**src/hw/rtl/periodic_timer_bank_core_macros.svh**
```systemverilog
// Assertion macros shared by the timer bank RTL.
`ifndef PERIODIC_TIMER_BANK_CORE_MACROS_SVH
`define PERIODIC_TIMER_BANK_CORE_MACROS_SVH

// The expression holds at every clock edge outside reset.
`define PTB_ASSERT_ALWAYS(label, expr, msg) \
   label: assert property (@(posedge clock) disable iff (reset) (expr)) else $error(msg);

// The consequent holds in the cycle after the antecedent.
`define PTB_ASSERT_NEXT(label, ante, cons, msg) \
   label: assert property (@(posedge clock) disable iff (reset) (ante) |=> (cons)) \
      else $error(msg);

`endif

```
**src/hw/rtl/ptb_pkg.sv**
```systemverilog
`timescale 1ns / 1ps
`default_nettype none

package ptb_pkg;

   localparam int NUM_SLOTS_DEFAULT = 8;
   localparam int MAX_RESULTS       = 8;
   localparam int RES_CNT_W         = $clog2(MAX_RESULTS + 1);
   localparam int PERIOD_W          = 32;

   typedef enum logic [2:0] {
      REQ_TICK       = 3'd0,
      REQ_CREATE     = 3'd1,
      REQ_SERVICE    = 3'd2,
      REQ_SET_ENABLE = 3'd3,
      REQ_CLEAR      = 3'd4,
      REQ_SET_PERIOD = 3'd5,
      REQ_READ_ALLOC = 3'd6,
      REQ_UNUSED     = 3'd7
   } req_code_type;

   typedef enum logic [1:0] {
      EV_EXPIRY  = 2'd0,
      EV_SERVICE = 2'd1,
      EV_CREATE  = 2'd2,
      EV_ALLOC   = 2'd3
   } ev_kind_type;

   typedef struct packed {
      ev_kind_type kind;
      logic [2:0]  slot;
      logic        ok;
      logic [3:0]  count;
   } rsp_type;

   typedef struct packed {
      logic                count_we;
      logic [PERIOD_W-1:0] count_next;
      logic                pending_next;
      logic                emit;
   } unit_result_type;

   typedef enum logic [3:0] {
      ST_IDLE  = 4'b0001,
      ST_OP    = 4'b0010,
      ST_WALK  = 4'b0100,
      ST_FLUSH = 4'b1000
   } state_type;

endpackage

`default_nettype wire

```
**src/hw/rtl/ptb_ram.sv**
```systemverilog
`timescale 1ns / 1ps
`default_nettype none

module ptb_ram #(
   parameter int WIDTH = 32,
   parameter int DEPTH = 8,
   parameter int AW    = (DEPTH > 1) ? $clog2(DEPTH) : 1
) (
   input  wire logic             clock,
   input  wire logic             wr_en,
   input  wire logic [AW-1:0]    wr_addr,
   input  wire logic [WIDTH-1:0] wr_data,
   input  wire logic [AW-1:0]    rd_addr,
   output logic      [WIDTH-1:0] rd_data
);

   logic [WIDTH-1:0] mem_ff [DEPTH];

   always_ff @(posedge clock) begin
      if (wr_en) begin
         mem_ff[wr_addr] <= wr_data;
      end
      rd_data <= mem_ff[rd_addr];
   end

endmodule

`default_nettype wire

```
**src/hw/rtl/ptb_tick_unit.sv**
```systemverilog
`timescale 1ns / 1ps
`default_nettype none

module ptb_tick_unit (
   input  wire logic                            is_service,
   input  wire logic                            enabled,
   input  wire logic                            pending,
   input  wire logic                            tick_hook,
   input  wire logic                            service_hook,
   input  wire logic [ptb_pkg::PERIOD_W-1:0]    count,
   input  wire logic [ptb_pkg::PERIOD_W-1:0]    period,
   output ptb_pkg::unit_result_type             result
);

   import ptb_pkg::*;

   logic [PERIOD_W-1:0] count_inc;

   assign count_inc = count + PERIOD_W'(1);

   always_comb begin
      result.count_we     = 1'b0;
      result.count_next   = count_inc;
      result.pending_next = pending;
      result.emit         = 1'b0;
      if (is_service) begin
         result.pending_next = 1'b0;
         result.emit         = pending & service_hook;
      end else if (enabled) begin
         result.count_we = 1'b1;
         if (count_inc >= period) begin
            result.count_next   = '0;
            result.pending_next = 1'b1;
            result.emit         = ~pending & tick_hook;
         end
      end
   end

endmodule

`default_nettype wire

```
**src/hw/rtl/ptb_rsp_stage.sv**
```systemverilog
`timescale 1ns / 1ps
`default_nettype none

module ptb_rsp_stage (
   input  wire logic             clock,
   input  wire logic             reset,
   input  wire logic             push_valid,
   input  wire ptb_pkg::rsp_type push_item,
   input  wire logic             push_last,
   output logic                  busy,
   output logic                  rsp_valid,
   input  wire logic             rsp_stall,
   output logic [1:0]            rsp_event_kind,
   output logic [2:0]            rsp_slot_index,
   output logic                  rsp_create_ok,
   output logic [3:0]            rsp_allocated_count,
   output logic                  rsp_last_event
);

   import ptb_pkg::*;

   logic    valid_ff, valid_in;
   rsp_type item_ff;
   logic    last_ff;

   assign busy     = valid_ff & rsp_stall;
   assign valid_in = push_valid | busy;

   always_ff @(posedge clock) begin
      if (reset) begin
         valid_ff <= 1'b0;
      end else begin
         valid_ff <= valid_in;
      end
   end

   always_ff @(posedge clock) begin
      if (push_valid) begin
         item_ff <= push_item;
         last_ff <= push_last;
      end
   end

   assign rsp_valid           = valid_ff;
   assign rsp_event_kind      = item_ff.kind;
   assign rsp_slot_index      = item_ff.slot;
   assign rsp_create_ok       = item_ff.ok;
   assign rsp_allocated_count = item_ff.count;
   assign rsp_last_event      = last_ff;

endmodule

`default_nettype wire

```
**src/hw/rtl/periodic_timer_bank_core.sv**
```systemverilog
`timescale 1ns / 1ps
`default_nettype none
// Channel   Direction  Handshake            Payload
// req_      in         req_valid/req_stall  type, index, enable, period, hook bits
// rsp_      out        rsp_valid/rsp_stall  kind, slot, ok, count, last flag
//
// A tick or service item walks the slots one per cycle through the shared tick unit,
// while no rsp_ stall holds it; other items use the op state, unknown items are dropped.
// Counts and intervals sit in two RAMs with a registered read, so the processed slot
// index is held in proc_idx_ff, a register behind its read address.
// Reset is synchronous and clears all control state and the slot flags.
// A stall on rsp_ holds the walk when a third result is found while two wait,
// and holds the final result in the flush state until the output register frees.

module periodic_timer_bank_core #(
   parameter int NUM_SLOTS = ptb_pkg::NUM_SLOTS_DEFAULT
) (
   input  wire logic        clock,
   input  wire logic        reset,
   input  wire logic        req_valid,
   output logic             req_stall,
   input  wire logic [2:0]  req_type,
   input  wire logic [2:0]  req_timer_index,
   input  wire logic        req_enable_bit,
   input  wire logic [31:0] req_period_value,
   input  wire logic        req_has_tick_hook,
   input  wire logic        req_has_service_hook,
   output logic             rsp_valid,
   input  wire logic        rsp_stall,
   output logic [1:0]       rsp_event_kind,
   output logic [2:0]       rsp_slot_index,
   output logic             rsp_create_ok,
   output logic [3:0]       rsp_allocated_count,
   output logic             rsp_last_event
);

   import ptb_pkg::*;

   `include "periodic_timer_bank_core_macros.svh"

   localparam int IDX_W = (NUM_SLOTS > 1) ? $clog2(NUM_SLOTS) : 1;
   localparam int CNT_W = $clog2(NUM_SLOTS + 1);

   state_type state_ff, state_in;

   logic [2:0]          rtype_ff, rtype_in;
   logic [2:0]          ridx_ff, ridx_in;
   logic                ren_ff, ren_in;
   logic [PERIOD_W-1:0] rper_ff, rper_in;
   logic                rth_ff, rth_in;
   logic                rsh_ff, rsh_in;

   logic [CNT_W-1:0]     alloc_ff, alloc_in;
   logic [NUM_SLOTS-1:0] enabled_ff, enabled_in;
   logic [NUM_SLOTS-1:0] pending_ff, pending_in;
   logic [NUM_SLOTS-1:0] thook_ff, thook_in;
   logic [NUM_SLOTS-1:0] shook_ff, shook_in;

   logic [CNT_W-1:0]     rd_idx_ff, rd_idx_in;
   logic                 proc_valid_ff, proc_valid_in;
   logic [IDX_W-1:0]     proc_idx_ff, proc_idx_in;
   logic [RES_CNT_W-1:0] n_ff, n_in;

   logic    hold_valid_ff, hold_valid_in;
   rsp_type hold_ff, hold_in;

   logic                cnt_we, per_we;
   logic [IDX_W-1:0]    cnt_waddr, per_waddr, rd_addr, rd_slot, alloc_slot, req_slot;
   logic [PERIOD_W-1:0] cnt_wdata, cnt_rdata, per_rdata;

   unit_result_type unit_res;
   logic            emit_now, advance, out_busy, addressed;
   logic            push_valid, push_last;
   rsp_type         push_item, walk_item;

   assign alloc_slot = alloc_ff[IDX_W-1:0];
   assign req_slot   = IDX_W'(ridx_ff);
   assign addressed  = 32'(ridx_ff) < 32'(alloc_ff);
   assign rd_slot    = (rd_idx_ff < CNT_W'(NUM_SLOTS)) ? rd_idx_ff[IDX_W-1:0] : '0;
   assign rd_addr    = (proc_valid_ff && !advance) ? proc_idx_ff : rd_slot;

   ptb_ram #(.WIDTH(PERIOD_W), .DEPTH(NUM_SLOTS)) u_count_ram (
      .clock   (clock),
      .wr_en   (cnt_we),
      .wr_addr (cnt_waddr),
      .wr_data (cnt_wdata),
      .rd_addr (rd_addr),
      .rd_data (cnt_rdata)
   );

   ptb_ram #(.WIDTH(PERIOD_W), .DEPTH(NUM_SLOTS)) u_period_ram (
      .clock   (clock),
      .wr_en   (per_we),
      .wr_addr (per_waddr),
      .wr_data (rper_ff),
      .rd_addr (rd_addr),
      .rd_data (per_rdata)
   );

   ptb_tick_unit u_tick_unit (
      .is_service   (rtype_ff == REQ_SERVICE),
      .enabled      (enabled_ff[proc_idx_ff]),
      .pending      (pending_ff[proc_idx_ff]),
      .tick_hook    (thook_ff[proc_idx_ff]),
      .service_hook (shook_ff[proc_idx_ff]),
      .count        (cnt_rdata),
      .period       (per_rdata),
      .result       (unit_res)
   );

   ptb_rsp_stage u_rsp_stage (
      .clock               (clock),
      .reset               (reset),
      .push_valid          (push_valid),
      .push_item           (push_item),
      .push_last           (push_last),
      .busy                (out_busy),
      .rsp_valid           (rsp_valid),
      .rsp_stall           (rsp_stall),
      .rsp_event_kind      (rsp_event_kind),
      .rsp_slot_index      (rsp_slot_index),
      .rsp_create_ok       (rsp_create_ok),
      .rsp_allocated_count (rsp_allocated_count),
      .rsp_last_event      (rsp_last_event)
   );

   assign req_stall = (state_ff != ST_IDLE);
   assign emit_now  = proc_valid_ff && unit_res.emit && (n_ff < RES_CNT_W'(MAX_RESULTS));
   assign advance   = !(emit_now && hold_valid_ff && out_busy);

   always_comb begin
      walk_item.kind  = (rtype_ff == REQ_SERVICE) ? EV_SERVICE : EV_EXPIRY;
      walk_item.slot  = 3'(proc_idx_ff);
      walk_item.ok    = 1'b0;
      walk_item.count = 4'(alloc_ff);
   end

   always_comb begin
      state_in      = state_ff;
      rtype_in      = rtype_ff;
      ridx_in       = ridx_ff;
      ren_in        = ren_ff;
      rper_in       = rper_ff;
      rth_in        = rth_ff;
      rsh_in        = rsh_ff;
      alloc_in      = alloc_ff;
      enabled_in    = enabled_ff;
      pending_in    = pending_ff;
      thook_in      = thook_ff;
      shook_in      = shook_ff;
      rd_idx_in     = rd_idx_ff;
      proc_valid_in = proc_valid_ff;
      proc_idx_in   = proc_idx_ff;
      n_in          = n_ff;
      hold_valid_in = hold_valid_ff;
      hold_in       = hold_ff;
      cnt_we        = 1'b0;
      cnt_waddr     = proc_idx_ff;
      cnt_wdata     = unit_res.count_next;
      per_we        = 1'b0;
      per_waddr     = req_slot;
      push_valid    = 1'b0;
      push_item     = hold_ff;
      push_last     = 1'b0;

      case (state_ff)
         ST_IDLE: begin
            if (req_valid) begin
               rtype_in      = req_type;
               ridx_in       = req_timer_index;
               ren_in        = req_enable_bit;
               rper_in       = req_period_value;
               rth_in        = req_has_tick_hook;
               rsh_in        = req_has_service_hook;
               rd_idx_in     = '0;
               proc_valid_in = 1'b0;
               n_in          = '0;
               case (req_type)
                  REQ_TICK, REQ_SERVICE: state_in = ST_WALK;
                  REQ_CREATE, REQ_SET_ENABLE, REQ_CLEAR, REQ_SET_PERIOD,
                  REQ_READ_ALLOC: state_in = ST_OP;
                  default: state_in = ST_IDLE;
               endcase
            end
         end
         ST_OP: begin
            state_in = ST_FLUSH;
            case (rtype_ff)
               REQ_CREATE: begin
                  hold_valid_in = 1'b1;
                  if (alloc_ff == CNT_W'(NUM_SLOTS)) begin
                     hold_in.kind  = EV_CREATE;
                     hold_in.slot  = '0;
                     hold_in.ok    = 1'b0;
                     hold_in.count = 4'(alloc_ff);
                  end else begin
                     per_we                 = 1'b1;
                     per_waddr              = alloc_slot;
                     cnt_we                 = 1'b1;
                     cnt_waddr              = alloc_slot;
                     cnt_wdata              = '0;
                     enabled_in[alloc_slot] = ren_ff;
                     thook_in[alloc_slot]   = rth_ff;
                     shook_in[alloc_slot]   = rsh_ff;
                     alloc_in               = alloc_ff + CNT_W'(1);
                     hold_in.kind           = EV_CREATE;
                     hold_in.slot           = 3'(alloc_ff);
                     hold_in.ok             = 1'b1;
                     hold_in.count          = 4'(alloc_ff + CNT_W'(1));
                  end
               end
               REQ_SET_ENABLE: begin
                  if (addressed) begin
                     enabled_in[req_slot] = ren_ff;
                  end
               end
               REQ_CLEAR: begin
                  if (addressed) begin
                     cnt_we    = 1'b1;
                     cnt_waddr = req_slot;
                     cnt_wdata = '0;
                  end
               end
               REQ_SET_PERIOD: begin
                  if (addressed) begin
                     per_we = 1'b1;
                  end
               end
               REQ_READ_ALLOC: begin
                  hold_valid_in = 1'b1;
                  hold_in.kind  = EV_ALLOC;
                  hold_in.slot  = '0;
                  hold_in.ok    = 1'b0;
                  hold_in.count = 4'(alloc_ff);
               end
               default: state_in = ST_FLUSH;
            endcase
         end
         ST_WALK: begin
            if (proc_valid_ff && advance) begin
               pending_in[proc_idx_ff] = unit_res.pending_next;
               cnt_we                  = unit_res.count_we;
               if (emit_now) begin
                  n_in          = n_ff + RES_CNT_W'(1);
                  hold_valid_in = 1'b1;
                  hold_in       = walk_item;
                  if (hold_valid_ff) begin
                     push_valid = 1'b1;
                  end
               end
            end
            if (advance) begin
               if (rd_idx_ff < CNT_W'(NUM_SLOTS)) begin
                  proc_valid_in = 1'b1;
                  proc_idx_in   = rd_idx_ff[IDX_W-1:0];
                  rd_idx_in     = rd_idx_ff + CNT_W'(1);
               end else begin
                  proc_valid_in = 1'b0;
               end
            end
            if (!proc_valid_ff && rd_idx_ff == CNT_W'(NUM_SLOTS)) begin
               state_in = ST_FLUSH;
            end
         end
         ST_FLUSH: begin
            if (!hold_valid_ff) begin
               state_in = ST_IDLE;
            end else if (!out_busy) begin
               push_valid    = 1'b1;
               push_last     = 1'b1;
               hold_valid_in = 1'b0;
               state_in      = ST_IDLE;
            end
         end
         default: state_in = ST_IDLE;
      endcase
   end

   always_ff @(posedge clock) begin
      if (reset) begin
         state_ff      <= ST_IDLE;
         alloc_ff      <= '0;
         enabled_ff    <= '0;
         pending_ff    <= '0;
         thook_ff      <= '0;
         shook_ff      <= '0;
         rd_idx_ff     <= '0;
         proc_valid_ff <= 1'b0;
         n_ff          <= '0;
         hold_valid_ff <= 1'b0;
      end else begin
         state_ff      <= state_in;
         alloc_ff      <= alloc_in;
         enabled_ff    <= enabled_in;
         pending_ff    <= pending_in;
         thook_ff      <= thook_in;
         shook_ff      <= shook_in;
         rd_idx_ff     <= rd_idx_in;
         proc_valid_ff <= proc_valid_in;
         n_ff          <= n_in;
         hold_valid_ff <= hold_valid_in;
      end
   end

   always_ff @(posedge clock) begin
      rtype_ff    <= rtype_in;
      ridx_ff     <= ridx_in;
      ren_ff      <= ren_in;
      rper_ff     <= rper_in;
      rth_ff      <= rth_in;
      rsh_ff      <= rsh_in;
      proc_idx_ff <= proc_idx_in;
      hold_ff     <= hold_in;
   end

   `PTB_ASSERT_ALWAYS(a_idle_hold_empty, (state_ff != ST_IDLE) || !hold_valid_ff, "Item held while idle")
   `PTB_ASSERT_ALWAYS(a_alloc_in_range, alloc_ff <= CNT_W'(NUM_SLOTS), "Allocation count beyond bank")
   `PTB_ASSERT_ALWAYS(a_push_only_when_free, !(push_valid && out_busy), "Result pushed into a full output")
   `PTB_ASSERT_NEXT(a_accept_leaves_idle,
      (state_ff == ST_IDLE) && req_valid && (req_type != REQ_UNUSED), state_ff != ST_IDLE,
      "Accepted item did not start")

endmodule

`default_nettype wire

```
**config.mk**
```make
export PLATFORM = sky130hd
export DESIGN_NAME = periodic_timer_bank_core
export DESIGN_NICKNAME = d
export VERILOG_FILES = /design/src/hw/rtl/ptb_pkg.sv /design/src/hw/rtl/ptb_ram.sv /design/src/hw/rtl/ptb_tick_unit.sv /design/src/hw/rtl/ptb_rsp_stage.sv /design/src/hw/rtl/periodic_timer_bank_core.sv
export VERILOG_INCLUDE_DIRS = /design/src /design/src/hw/rtl
export SDC_FILE = /design/constraint.sdc
export NUM_CORES = 1
export LEC_CHECK = 0
export BUFFER_PORTS_ARGS = -buffer_cell sky130_fd_sc_hd__buf_4
export CAP_MARGIN = 20
export CORE_UTILIZATION = 67
export DETAILED_ROUTE_END_ITERATION = 16
export HOLD_SLACK_MARGIN = 0.08
export PLACE_DENSITY = 0.88
export SETUP_SLACK_MARGIN = 0.3
export SLEW_MARGIN = 20
export SYNTH_ARGS = -nofsm -noshare
export SYNTH_HDL_FRONTEND = slang
export SYNTH_HIERARCHICAL = 1
export SYNTH_SLANG_ARGS = --single-unit
```
**constraint.sdc**
```tcl
create_clock -name clock -period 17.8 [get_ports clock]
set_input_delay 0.89 -clock clock [delete_from_list [all_inputs] [get_ports clock]]
set_output_delay 0.89 -clock clock [all_outputs]
set_load 0.01 [all_outputs]
```
==> results.md, run 1 <==
* Clock input transition at the sequential cells of the worst setup and hold paths at 60 ps
* Area taken by multi-input logic gates at between 8000 and 9000 um2
* Insertion delay of the later-clocked pin in the worst-skew pair at 620 ps
* Chip width at roughly 210 um
* Wire length on met1 at 23730 um
* Antenna viol nets, final at 0
* Met3 Wirelength at 4282 um
* Cell area after synthesis at 28310 um2
* Switching power of the nets at 0.0006607 W
* Worst setup path startpoint: u_count_ram/rd_data[6]$_DFF_P_
* Run status: completed
* Arrival time worst endpoint at ~7000 ps
* Final instance area at 31580 um2
* Count of pins on the block boundary at between 50 and 60
* Cell types occupying the most area after synthesis: sky130_fd_sc_hd__edfxtp_1 (61%), sky130_fd_sc_hd__dfxtp_1 (8.1%), sky130_fd_sc_hd__mux4_1 (7.4%)
* Worst VDD drop at 102.0 uV
* Portion of the post-synthesis area used by sequential elements at 0.6934
* Total CTS buffers at 69
* Share of flip-flops with an asynchronous set or reset after synthesis at 0
* Synth Net Count at around 1700
* Final period util at 0.3649
* Worst slew pin tran at 1125 ps
* Post-layout net count at ~1700
* Post-DR vias/cell at roughly 6.6
* Switching Fraction at 0.2030
* Internal power at 0.002594 W
* PortBufs at 57
* Detail Route met2 WL at about 30000 um
* Clock Power Share at 0.444
* Crit path time final at around 6500 ps
* Leakage power total at 10.60 nW
* Total wirelength of the detailed-routed design at 60400 um
* Sequential share of power at 0.545
* Total congestion overflow after global routing at 0
* Total routing usage reported by global routing at 0.2887
* Top layer in use: met4
* # diodes at 0
* Final Setup Violations at 0
* Worst clock skew at 28.11 ps
* Count of fill cells added during filler insertion at ~2100
* Share of power burned in combinational logic at 0.011
* Leading post-synthesis cells by instance count: sky130_fd_sc_hd__edfxtp_1 (577), sky130_fd_sc_hd__dfxtp_1 (115), sky130_fd_sc_hd__mux4_1 (80)
* Beginning of the worst register-to-register path: u_count_ram/rd_data[6]$_DFF_P_
* Number of distinct library cells after synthesis at 73
* Top flip-flop cell by instance count after synthesis: sky130_fd_sc_hd__edfxtp_1
* Overall power after layout at 0.003255 W
* Worst slack on hold paths at 421.5 ps
* Max capacitance violation total at 0
* Weighted congestion at the end of routability-driven global placement at 0.8842
* Data required time at the worst endpoint at 18300 ps
* Worst hold stages at 0
* Placed wire-length estimate at 32170 um
* Yosys warnings at 6
* End of the worst register-to-register path: u_period_ram/rd_data[13]$_DFF_P_
* Placeable Area at 41290 um2
* Fraction of synthesized cell area taken by the top area cell type at 0.6121
* Worst reg2reg setup slack at 11310 ps
* Largest fanout of any net on the critical path at 84
* Count of instances resized after the clock tree is built at 0
* EDFF count, synth at 577
* Worst Setup EP: u_period_ram/rd_data[13]$_DFF_P_
* Startpoint types: flip-flop
* Vias post-DR at 14870
* Reg area at 19630 um2
* Count of final hold-check violations at 0
* Starting density of the core at 0.6855
* CTS Sinks at 692
* Critical path capture point type: flip-flop
* Longest Clk Path Bufs at 3
* Routed len/inst at 26.91 um
* CTS tree: done
* Flop and latch count out of synthesis at 692
* Worst Reg-to-Reg Cells at 18
* Area of placed instances at 29290 um2
* Library cell with the highest instance count after synthesis: sky130_fd_sc_hd__edfxtp_1
* Total setup buffers inserted after CTS at 0
* Die extent in y at 207.6 um
* First-pass GRT wire length at between 90000 and 100000 um
* Total power divided by cell area at 103.1 nW/um2
* Number of max-slew violations in the final report at 0
* Number of detailed-routing iterations run before antenna repair at 6
* Cell at the root of the clock tree: sky130_fd_sc_hd__clkbuf_16
* Num rows at 74
* RSZ-0062 raised after global routing: false
* Layout overhead on the synthesized area at 11.54%
* Class of the tightest hold or removal check: reg -> reg
* Average cell area after synthesis at 17.91 um2
* Yosys top cell by area: sky130_fd_sc_hd__edfxtp_1
* Highest attainable clock frequency at 0.1540 GHz
* Final TNS setup at 0 ps
* # DRC at 0
* Post-synthesis cell count at 1581
* Number of antenna violations at the first check in global routing at 0
* Share of final-layout standard cells stronger than drive strength 1 at 0.2224
* Worst slew margin relative to its limit at 0.2503
* Via count of the first global-routing pass at between 15000 and 20000
* # hold bufs at CTS at 0
* Crit path kind: reg -> reg
* Die footprint at roughly 43000 um2
* Depth of the CTS H-tree at 3
* 1st-iter DRT viols at 1582
* Pin count of the biggest net entering global routing at 129
-- cell families (layout without fill, tap and decap cells) --
logic type | Yosys count | in the layout | share of synthesized area
DFF | 692 | 692 | 0.6934
xor gates and xnor gates | 37 | 37 | 0.01145
buffers and inverters | 147 | 279 | 0.02528
muxes | 234 | 234 | 0.1557
AOI/OAI and AO/OA | 93 | 93 | 0.02356
adders and majority gates | 41 | 41 | 0.01812
and+or+nand+nor | 337 | 337 | 0.07249
-- worst min-delay path by stage --
stage	end	startpoint
after floorplan	u_rsp_stage/rsp_allocated_count[0]$_DFFE_PP_	hold_ff[0]$_DFFE_PP_
after global placement	u_rsp_stage/rsp_slot_index[0]$_DFFE_PP_	hold_ff[5]$_DFFE_PP_
final	u_rsp_stage/rsp_allocated_count[2]$_DFFE_PP_	hold_ff[2]$_DFFE_PP_
after detailed placement	u_rsp_stage/rsp_allocated_count[3]$_DFFE_PP_	hold_ff[3]$_DFFE_PP_
after CTS	rper_ff[2]$_DFFE_PP_	req_period_value[2]
after global routing	rper_ff[2]$_DFFE_PP_	req_period_value[2]
-- per-layer routing --
metal / GRT usage / vias to the layer above
li1: - / 6365
met1: 0.3966 / 7593
met2: 0.4816 / 785
met3: 0.03570 / 131
met4: 0.1086 / 0
met5: 0 / -
-- metrics by stage --
step           setup slack [ps]    util  instances
2_1_floorplan             11840       -       1581
3_3_place_gp              11470  0.7093       2117
3_5_place_dp              11190  0.7093       2117
4_1_cts                   11060  0.7641       2244
5_1_grt                   10860  0.7646       2245
6_report                  11310  0.7646       2245
-- registers in the layout, summed over array words and instances, names as in the netlist, 2 cells and up --
name,flops
thook_ff,8
u_count_ram/rd_data,32
u_period_ram/mem_ff,256
u_period_ram/rd_data,32
alloc_ff,4
u_count_ram/mem_ff,256
n_ff,4
hold_ff,10
state_ff,4
req_slot,3
rtype_ff,3
shook_ff,8
rd_idx_ff,4
u_rsp_stage/rsp_allocated_count,4
proc_idx_ff,3
pending_ff,8
enabled_ff,8
u_rsp_stage/rsp_slot_index,3
u_rsp_stage/rsp_event_kind,2
rper_ff,32
-- placed cells by master (no fill, tap or decap), drive strengths merged, types with 10 or more instances in the layout --
master / netlist / layout
buf: 48 / 79
edfxtp: 577 / 577
xor2: 18 / 18
xnor2: 19 / 19
inv: 73 / 77
nor2: 64 / 64
nand4: 23 / 23
nor3: 37 / 37
clkinv: 0 / 24
clkbuf: 26 / 92
nor4: 10 / 10
mux4: 134 / 134
nand3: 31 / 31
ha: 41 / 41
and2: 42 / 42
dfxtp: 115 / 115
nand2: 59 / 59
mux2i: 29 / 29
a21oi: 32 / 32
mux2: 71 / 71
o21ai: 21 / 21
nand2b: 23 / 23
-- power by group through the flow --
| stage | clock (W) | combinational (W) | sequential, W |
|---|---|---|---|
| after floorplan | 0 | 0.0000219 | 0.00180 |
| after global placement | 0 | 0.0000325 | 0.00181 |
| after detailed placement | 0 | 0.0000338 | 0.00181 |
| after CTS | 0.00146 | 0.0000353 | 0.00177 |
| after global routing | 0.00152 | 0.0000390 | 0.00177 |
| final | 0.00144 | 0.0000365 | 0.00177 |
-- worst max-delay path: stages, from the launching register on --
cell and delay (ps):
sky130_fd_sc_hd__dfxtp_1 410, sky130_fd_sc_hd__and4_1 350, sky130_fd_sc_hd__and4_1 440, sky130_fd_sc_hd__nand4_1 220, sky130_fd_sc_hd__xor2_1 370, sky130_fd_sc_hd__inv_1 110
sky130_fd_sc_hd__ha_1 310, sky130_fd_sc_hd__nand4_1 170, sky130_fd_sc_hd__nor4_1 520, sky130_fd_sc_hd__o211ai_1 160, sky130_fd_sc_hd__nand3_1 140, sky130_fd_sc_hd__nand3b_1 170
sky130_fd_sc_hd__nor2_1 660, sky130_fd_sc_hd__nand2_1 210, sky130_fd_sc_hd__o21ai_4 120, sky130_fd_sc_hd__buf_4 500, sky130_fd_sc_hd__buf_6 710, sky130_fd_sc_hd__mux4_2 460
sky130_fd_sc_hd__mux2_2 290
-- final cells by class --
class / count / area share
Timing Repair Buffer: 79 / 0.01969
Multi-Input combinational cell: 742 / 0.2573
Inverter: 73 / 0.008678
Tap cell: 532 / 0.02108
Clock inverter: 35 / 0.01125
Clock buffer: 92 / 0.06031
Sequential cell: 692 / 0.6217
Note: power is estimated with default switching activity, not from simulation.
==> run 2, diff against run 1 <==
Settings changed: CORE_UTILIZATION 67 to 62, PLACE_DENSITY 0.88 to 0.83.
Clock period 17.8 ns to 6.7 ns, I/O delays scaled along.
==> run 2 against run 1 <==
Net effect:
- sequential cell count is the same
- count of clock-buffer cells in the layout shrank 6
- die area grew 8.0%
- hold slack lost 260 ps
- clock power grew to 2.8 times the previous value
- combinational power grew to 3.2 times the previous value
- register-to-register slack lost 10000 ps
- design area grew 2.0%
- sequential power grew to 2.7 times the previous value
==> results.md, run 2 (synthesis results as in run 1) <==
* Run status: completed
* Internal power at 0.007084 W
* 1st-iter DRT viols at between 1500 and 2000
* Sequential share of power at 0.535
* RSZ-0062 raised after global routing: false
* Critical path capture point type: flip-flop
* Total power divided by cell area at 273.6 nW/um2
* Worst clock skew at 12.82 ps
* Count of final hold-check violations at 0
* # diodes at 0
* Largest fanout of any net on the critical path at a little over 40
* Total congestion overflow after global routing at 0
* Reg area at 19630 um2
* Chip width at around 220 um
* Arrival time worst endpoint at approximately 6100 ps
* Placeable Area at 44610 um2
* Switching power of the nets at between 0.0015 and 0.002 W
* Leakage power total at 10.86 nW
* CTS Sinks at 692
* Weighted congestion at the end of routability-driven global placement at 0.8491
* Number of max-slew violations in the final report at 0
* Final Setup Violations at 0
* Leading registers by flop count: u_count_ram/mem_ff x256, u_period_ram/mem_ff x256
* Number of non-filler instances in the completed layout at around 2400
* Area taken by multi-input logic gates at 8125 um2
* Layout overhead on the synthesized area at 13.73%
* Overall power after layout at 0.008810 W
* Crit path time final at 5641 ps
* Worst VDD drop at 337.6 uV
* Cell at the root of the clock tree: sky130_fd_sc_hd__clkbuf_16
* Count of pins on the block boundary at 58
* Depth of the CTS H-tree at 3
* Clock input transition at the sequential cells of the worst setup and hold paths at 70 ps
* Data required time at the worst endpoint at a little over 7000 ps
* Share of final-layout standard cells stronger than drive strength 1 at 0.2203
* Placed wire-length estimate at 31510 um
* Commonest cells after routing, fill and taps aside: sky130_fd_sc_hd__edfxtp_1 (577), sky130_fd_sc_hd__dfxtp_1 (115), sky130_fd_sc_hd__buf_4 (84)
* Crit path kind: reg -> reg
* Worst slew margin relative to its limit at 0.2623
* Post-DR vias/cell at 6.288
* Commonest non-fill, non-tap cell in the layout: sky130_fd_sc_hd__edfxtp_1
* Number of detailed-routing iterations run before antenna repair at 5
* Die extent in y at 215.7 um
* Total routing usage reported by global routing at 0.2623
* Count of fill cells added during filler insertion at 2469
* Class of the tightest hold or removal check: in -> reg
* Number of antenna violations at the first check in global routing at 0
* Startpoint types: flip-flop
* Share of power burned in combinational logic at 0.013
* Area of placed instances at a little under 30000 um2
* Num rows at 77
* Antenna viol nets, final at 0
* Pin count of the biggest net entering global routing at 88
* Count of instances resized after the clock tree is built at 0
* Die footprint at 46520 um2
* Highest attainable clock frequency at 0.1773 GHz
* Total wirelength of the detailed-routed design at 59280 um
* Via count of the first global-routing pass at 15330
* Number of placed cells counting well taps at 2185
* Total CTS buffers at 68
* # DRC at 0
* Worst slew pin tran at 1107 ps
* Final TNS setup at 0 ps
* Starting density of the core at 0.6346
* Clock Power Share at 0.452
* Final period util at 0.8419
* Vias post-DR at ~15000
* Routed len/inst at 25.19 um
* Utilization after layout at 0.7217
* Insertion delay of the later-clocked pin in the worst-skew pair at 590 ps
* Max capacitance violation total at 0
* CTS tree: done
* Final instance area at 32190 um2
* PortBufs at 57
* Longest Clk Path Bufs at 3
* Switching Fraction at 0.1959
* Post-layout net count at ~1800
* First-pass GRT wire length at 91010 um
## run 2: cell count changes in the layout (fill, tap and decap cells not counted), moves of 3 or more
cell / before / now
sky130_fd_sc_hd__clkbuf_1: 15 / 12
sky130_fd_sc_hd__clkbuf_8: 7 / 4
sky130_fd_sc_hd__bufinv_16: 4 / 10
sky130_fd_sc_hd__inv_6: 2 / 5
sky130_fd_sc_hd__buf_4: 76 / 84
sky130_fd_sc_hd__dlygate4sd3_1: 0 / 42
## run 2: through the flow
stage	setup WS, ps	hold WS, ps
2_1_floorplan	742.4	400.3
3_3_place_gp	1261	406.2
3_5_place_dp	1111	404.5
4_1_cts	1094	126.3
5_1_grt	630.1	153.9
6_report	1059	157.7
## run 2: final timing paths
path	start	to	slack [ps]	cells past startpoint
min reg2reg	hold_ff[5]$_DFFE_PP_	u_rsp_stage/rsp_slot_index[0]$_DFFE_PP_	430	0
min	req_valid	proc_valid_ff$_SDFFE_PP0P_	160	4
max	u_count_ram/rd_data[0]$_DFF_P_	u_count_ram/rd_data[11]$_DFF_P_	1060	19
max reg2reg	u_count_ram/rd_data[0]$_DFF_P_	u_count_ram/rd_data[11]$_DFF_P_	1060	19
## run 2: power groups by stage
stage                     logic (W)  clock network, W  registers, W
after floorplan           0.0000583                 0       0.00478
after global placement    0.0000882                 0       0.00480
after detailed placement  0.0000920                 0       0.00480
after CTS                  0.000113           0.00402       0.00471
after global routing       0.000122           0.00420       0.00471
final                      0.000115           0.00398       0.00471
## run 2: layout make-up
class | count | share of cell area
clock buffers | 86 | 0.05752
clock inverters | 40 | 0.01500
inverters | 73 | 0.008511
multi-input cells | 742 | 0.2524
flip-flops and latches | 692 | 0.6097
well taps | 592 | 0.02301
repair buffers | 128 | 0.03389
## run 2: per-layer routing
layer / vias up / GRT usage / routed length (um)
met2: 636 / 0.4328 / 29740
met3: 101 / 0.04863 / 4398
li1: 6489 / - / -
met5: - / 0 / 0
met4: 0 / 0.09125 / 1366
met1: 7570 / 0.3539 / 23770
## run 2: worst max-delay path, stage by stage, from the launching register on
cell                       delay, ps
sky130_fd_sc_hd__dfxtp_1         400
sky130_fd_sc_hd__ha_1            230
sky130_fd_sc_hd__and4_1          320
sky130_fd_sc_hd__and3_1          350
sky130_fd_sc_hd__nand4_1         190
sky130_fd_sc_hd__xor2_1          270
sky130_fd_sc_hd__inv_1            80
sky130_fd_sc_hd__ha_1            310
sky130_fd_sc_hd__nand4_1         150
sky130_fd_sc_hd__nor4_1          540
sky130_fd_sc_hd__o211ai_1        170
sky130_fd_sc_hd__nand3_1         150
sky130_fd_sc_hd__nand3b_1        180
sky130_fd_sc_hd__nor2_1          140
sky130_fd_sc_hd__buf_4           200
sky130_fd_sc_hd__nand2_1         110
sky130_fd_sc_hd__o31ai_4         130
sky130_fd_sc_hd__buf_4           640
sky130_fd_sc_hd__mux4_1          650
sky130_fd_sc_hd__mux2_2          270
## run 2: timing repair
action / 4_1_cts / 5_1_grt
endpoints found under the hold margin: 43 / 0
setup buffers: 0 / 0
endpoints found under the setup margin: 0 / 0
hold buffers: 42 / 0
==> run 3, diff against run 2 <==
Settings changed: ABC_AREA from default to 1, CORE_UTILIZATION 62 to 63, PLACE_DENSITY 0.83 to 0.84.
Clock period 6.7 ns to 5.8 ns, I/O delays scaled along.
==> run 3 against run 2 <==
Net effect:
- clock power rose by 15%
- synthesized area rose by 11%
- global-route usage rose by 2.8 points
- combinational power rose to 14 times the previous value
- total power rose by 37%
- largest cell class unchanged
- design area rose by 9.1%
- count of clock-buffer cells in the layout rose by 8
- clock skew rose by 19 ps
- core utilization fell by 0.40 points
- highest routed layer unchanged
- hold slack got worse by 33 ps
==> results.md, run 3 <==
* Leading post-synthesis cells by instance count: sky130_fd_sc_hd__nand2_1 (1042), sky130_fd_sc_hd__inv_1 (709), sky130_fd_sc_hd__edfxtp_1 (577)
* Yosys warnings at 6
* Cell area after synthesis at 31310 um2
* Vias post-DR at 22440
* Beginning of the worst register-to-register path: u_count_ram/rd_data[0]$_DFF_P_
* RSZ-0062 raised after global routing: false
* Routed len/inst at 17.34 um
* Via count of the first global-routing pass at 22270
* Number of max-slew violations in the final report at 0
* Highest attainable clock frequency at 0.1965 GHz
* Library cell with the highest instance count after synthesis: sky130_fd_sc_hd__nand2_1
* Sequential share of power at 0.484
* Total CTS buffers at 70
* Post-DR vias/cell at 5.407
* Final instance area at 35130 um2
* Clock Power Share at 0.379
* Final TNS setup at 0 ps
* PortBufs at 57
* Insertion delay of the later-clocked pin in the worst-skew pair at 620 ps
* Worst slew margin relative to its limit at 0.2647
* Placeable Area at 48950 um2
* Startpoint types: flip-flop
* Biggest cell delay along the critical path at 510 ps
* Share of flip-flops with an asynchronous set or reset after synthesis at 0
* Largest fanout of any net on the critical path at 32
* Most frequent cell on the critical path: sky130_fd_sc_hd__nand2_1
* Total power divided by cell area at 343.0 nW/um2
* Die footprint at ~51000 um2
* Chip width at 224.9 um
* Utilization after layout at 0.7177
* Cell types occupying the most area after synthesis: sky130_fd_sc_hd__edfxtp_1 (55%), sky130_fd_sc_hd__nand2_1 (12%), sky130_fd_sc_hd__inv_1 (8.5%)
* Depth of the CTS H-tree at 3
* Starting density of the core at 0.6396
* Portion of the post-synthesis area used by sequential elements at 0.6269
* Switching power of the nets at around 0.0032 W
* # DRC at 0
* Number of placed cells counting well taps at about 4000
* Antenna viol nets, final at 0
* Average cell area after synthesis at roughly 9.4 um2
* Internal power at between 0.008 and 0.009 W
* Worst VDD drop at just under 300 uV
* Share of power burned in combinational logic at 0.136
* Final period util at 0.8773
* Yosys top cell by area: sky130_fd_sc_hd__edfxtp_1
* Weighted congestion at the end of routability-driven global placement at 0.9683
* 1st-iter DRT viols at 2456
* Cell at the root of the clock tree: sky130_fd_sc_hd__clkbuf_16
* Layout overhead on the synthesized area at 12.22%
* Synth Net Count at between 3000 and 4000
* Total congestion overflow after global routing at 0
* Placed wire-length estimate at a little over 40000 um
* Critical path capture point type: flip-flop
* Commonest cells after routing, fill and taps aside: sky130_fd_sc_hd__nand2_1 (1042), sky130_fd_sc_hd__inv_1 (708), sky130_fd_sc_hd__edfxtp_1 (577)
* Worst reg2reg setup slack at 710 ps
* Count of pins on the block boundary at 58
* Num rows at 81
* Worst setup path startpoint: u_count_ram/rd_data[0]$_DFF_P_
* CTS tree: done
* Leakage power total at 15.95 nW
* EDFF count, synth at 577
* Final Setup Violations at 0
* Worst clock skew at 31.43 ps
* Data required time at the worst endpoint at 6030 ps
* Leading registers by flop count: u_count_ram/mem_ff x256, u_period_ram/mem_ff x256
* Count of final hold-check violations at 0
* Crit path time final at 5088 ps
* Top flip-flop cell by instance count after synthesis: sky130_fd_sc_hd__edfxtp_1
* Number of non-filler instances in the completed layout at 4150
* Worst Setup EP: u_count_ram/mem_ff[3][10]$_DFFE_PP_
* Fraction of synthesized cell area taken by the top area cell type at 0.5534
* Crit path kind: reg -> reg
* Cell at the slowest stage of the critical path: sky130_fd_sc_hd__buf_4
* Area of placed instances at between 30000 and 40000 um2
* Number of distinct library cells after synthesis at 50
* Switching Fraction at 0.2663
* Worst slew pin tran at 1099 ps
* Longest Clk Path Bufs at 3
* Commonest non-fill, non-tap cell in the layout: sky130_fd_sc_hd__nand2_1
* Worst Reg-to-Reg Cells at 26
* Share of final-layout standard cells stronger than drive strength 1 at 0.08118
* Flop and latch count out of synthesis at 692
* CTS Sinks at 692
* Post-synthesis cell count at 3328
* Total routing usage reported by global routing at 0.2902
* Arrival time worst endpoint at around 5300 ps
* Class of the tightest hold or removal check: in -> reg
* Total wirelength of the detailed-routed design at 71940 um
* Number of detailed-routing iterations run before antenna repair at 6
* Die extent in y at 224.9 um
* End of the worst register-to-register path: u_count_ram/mem_ff[3][10]$_DFFE_PP_
* Pin count of the biggest net entering global routing at 125
* Count of fill cells added during filler insertion at ~3200
* Number of antenna violations at the first check in global routing at 0
* Post-layout net count at around 3500
* First-pass GRT wire length at 113400 um
* Clock input transition at the sequential cells of the worst setup and hold paths at 60 ps
* Worst Setup Slack, final at 711.7 ps
* # diodes at 0
* Max capacitance violation total at 0
* Run status: completed
* Post-Place Worst Slack at between 600 and 700 ps
## run 3: cell types whose count changed in the layout (fill, tap and decap cells not counted), moves of 14 or more
cell,before,now
sky130_fd_sc_hd__nand3_1,30,326
sky130_fd_sc_hd__mux4_1,80,0
sky130_fd_sc_hd__mux2i_1,29,0
sky130_fd_sc_hd__nor2_1,52,119
sky130_fd_sc_hd__a21oi_1,31,71
sky130_fd_sc_hd__nand2_1,59,1042
sky130_fd_sc_hd__nor3_2,29,6
sky130_fd_sc_hd__nand2b_1,22,0
sky130_fd_sc_hd__buf_4,84,98
sky130_fd_sc_hd__and2_1,41,1
sky130_fd_sc_hd__mux2_2,71,0
sky130_fd_sc_hd__mux4_2,54,0
sky130_fd_sc_hd__inv_1,71,708
sky130_fd_sc_hd__o21ai_0,16,40
## run 3: stage by stage
stage / hold WS (ps) / power [W]
final: 124.5 / 0.01205
after global placement: 401.3 / 0.007444
after global routing: 158.6 / 0.01248
after CTS: 92.94 / 0.01204
after detailed placement: 405.4 / 0.007491
after floorplan: 352.4 / 0.007047
## run 3: cells by family after synthesis
| kind of cell | share of synthesized area |
|---|---|
| AOI/OAI and AO/OA | 0.02937 |
| and+or+nand+nor | 0.2108 |
| buffers and inverters | 0.1103 |
| DFF | 0.6269 |
| xor gates and xnor gates | 0.006154 |
| adders and majority gates | 0.01638 |
## run 3: repair_timing
item | in CTS | in global routing
hold buffers | 44 | 0
hold endpoints to repair | 60 | 0
resized for setup | 0 | 3
setup endpoints to repair | 0 | 35
setup buffers | 0 | 8
## run 3: worst min-delay path by stage
stage | cells after the start | slack [ps] | end | startpoint
5_1_grt | 4 | 160 | state_ff[0]$_SDFFE_PP1P_ | req_valid
4_1_cts | 4 | 90 | state_ff[0]$_SDFFE_PP1P_ | req_valid
6_report | 4 | 120 | state_ff[0]$_SDFFE_PP1P_ | req_valid
3_3_place_gp | 0 | 400 | u_rsp_stage/rsp_allocated_count[3]$_DFFE_PP_ | hold_ff[3]$_DFFE_PP_
2_1_floorplan | 1 | 350 | u_rsp_stage/rsp_valid$_SDFF_PP0_ | reset
3_5_place_dp | 0 | 410 | u_rsp_stage/rsp_allocated_count[1]$_DFFE_PP_ | hold_ff[1]$_DFFE_PP_
## run 3: final cells by class
| type | instances | area [um2] | share of cell area |
|---|---|---|---|
| sequential | 692 | 19630 | 0.5587 |
| tap | 664 | 830.8 | 0.02365 |
| clock buffer | 94 | 1954 | 0.05563 |
| multi-input combinational | 1795 | 8394 | 0.2389 |
| timing repair buffer | 145 | 1227 | 0.03494 |
| clock inverter | 34 | 367.9 | 0.01047 |
| inverter | 726 | 2730 | 0.07771 |
## run 3: worst max-delay path: cells and delay by family, from the launching register on
family	cells	cell delay [ps]
compound gates	2	310
fa+ha+maj	2	560
simple gates	16	1990
flops	1	430
buf+inv	5	1160
xor+xnor	1	220
## run 3: power groups by stage
| stage | registers (W) | logic [W] | clock network, W |
|---|---|---|---|
| after floorplan | 0.00585 | 0.00120 | 0 |
| after global placement | 0.00593 | 0.00152 | 0 |
| after detailed placement | 0.00593 | 0.00156 | 0 |
| after CTS | 0.00583 | 0.00161 | 0.00460 |
| after global routing | 0.00585 | 0.00183 | 0.00480 |
| final | 0.00584 | 0.00164 | 0.00457 |
## run 3: layer usage
layer  track usage  vias up  part of all wire  routed length (um)
met4        0.1181        0             0.031                2202
met2        0.4981     1096              0.49               35590
met3       0.04694      178             0.088                6324
met1        0.3682    10510              0.39               27820
met5             0        -                 0                   0
li1              -    10660                 -                   -
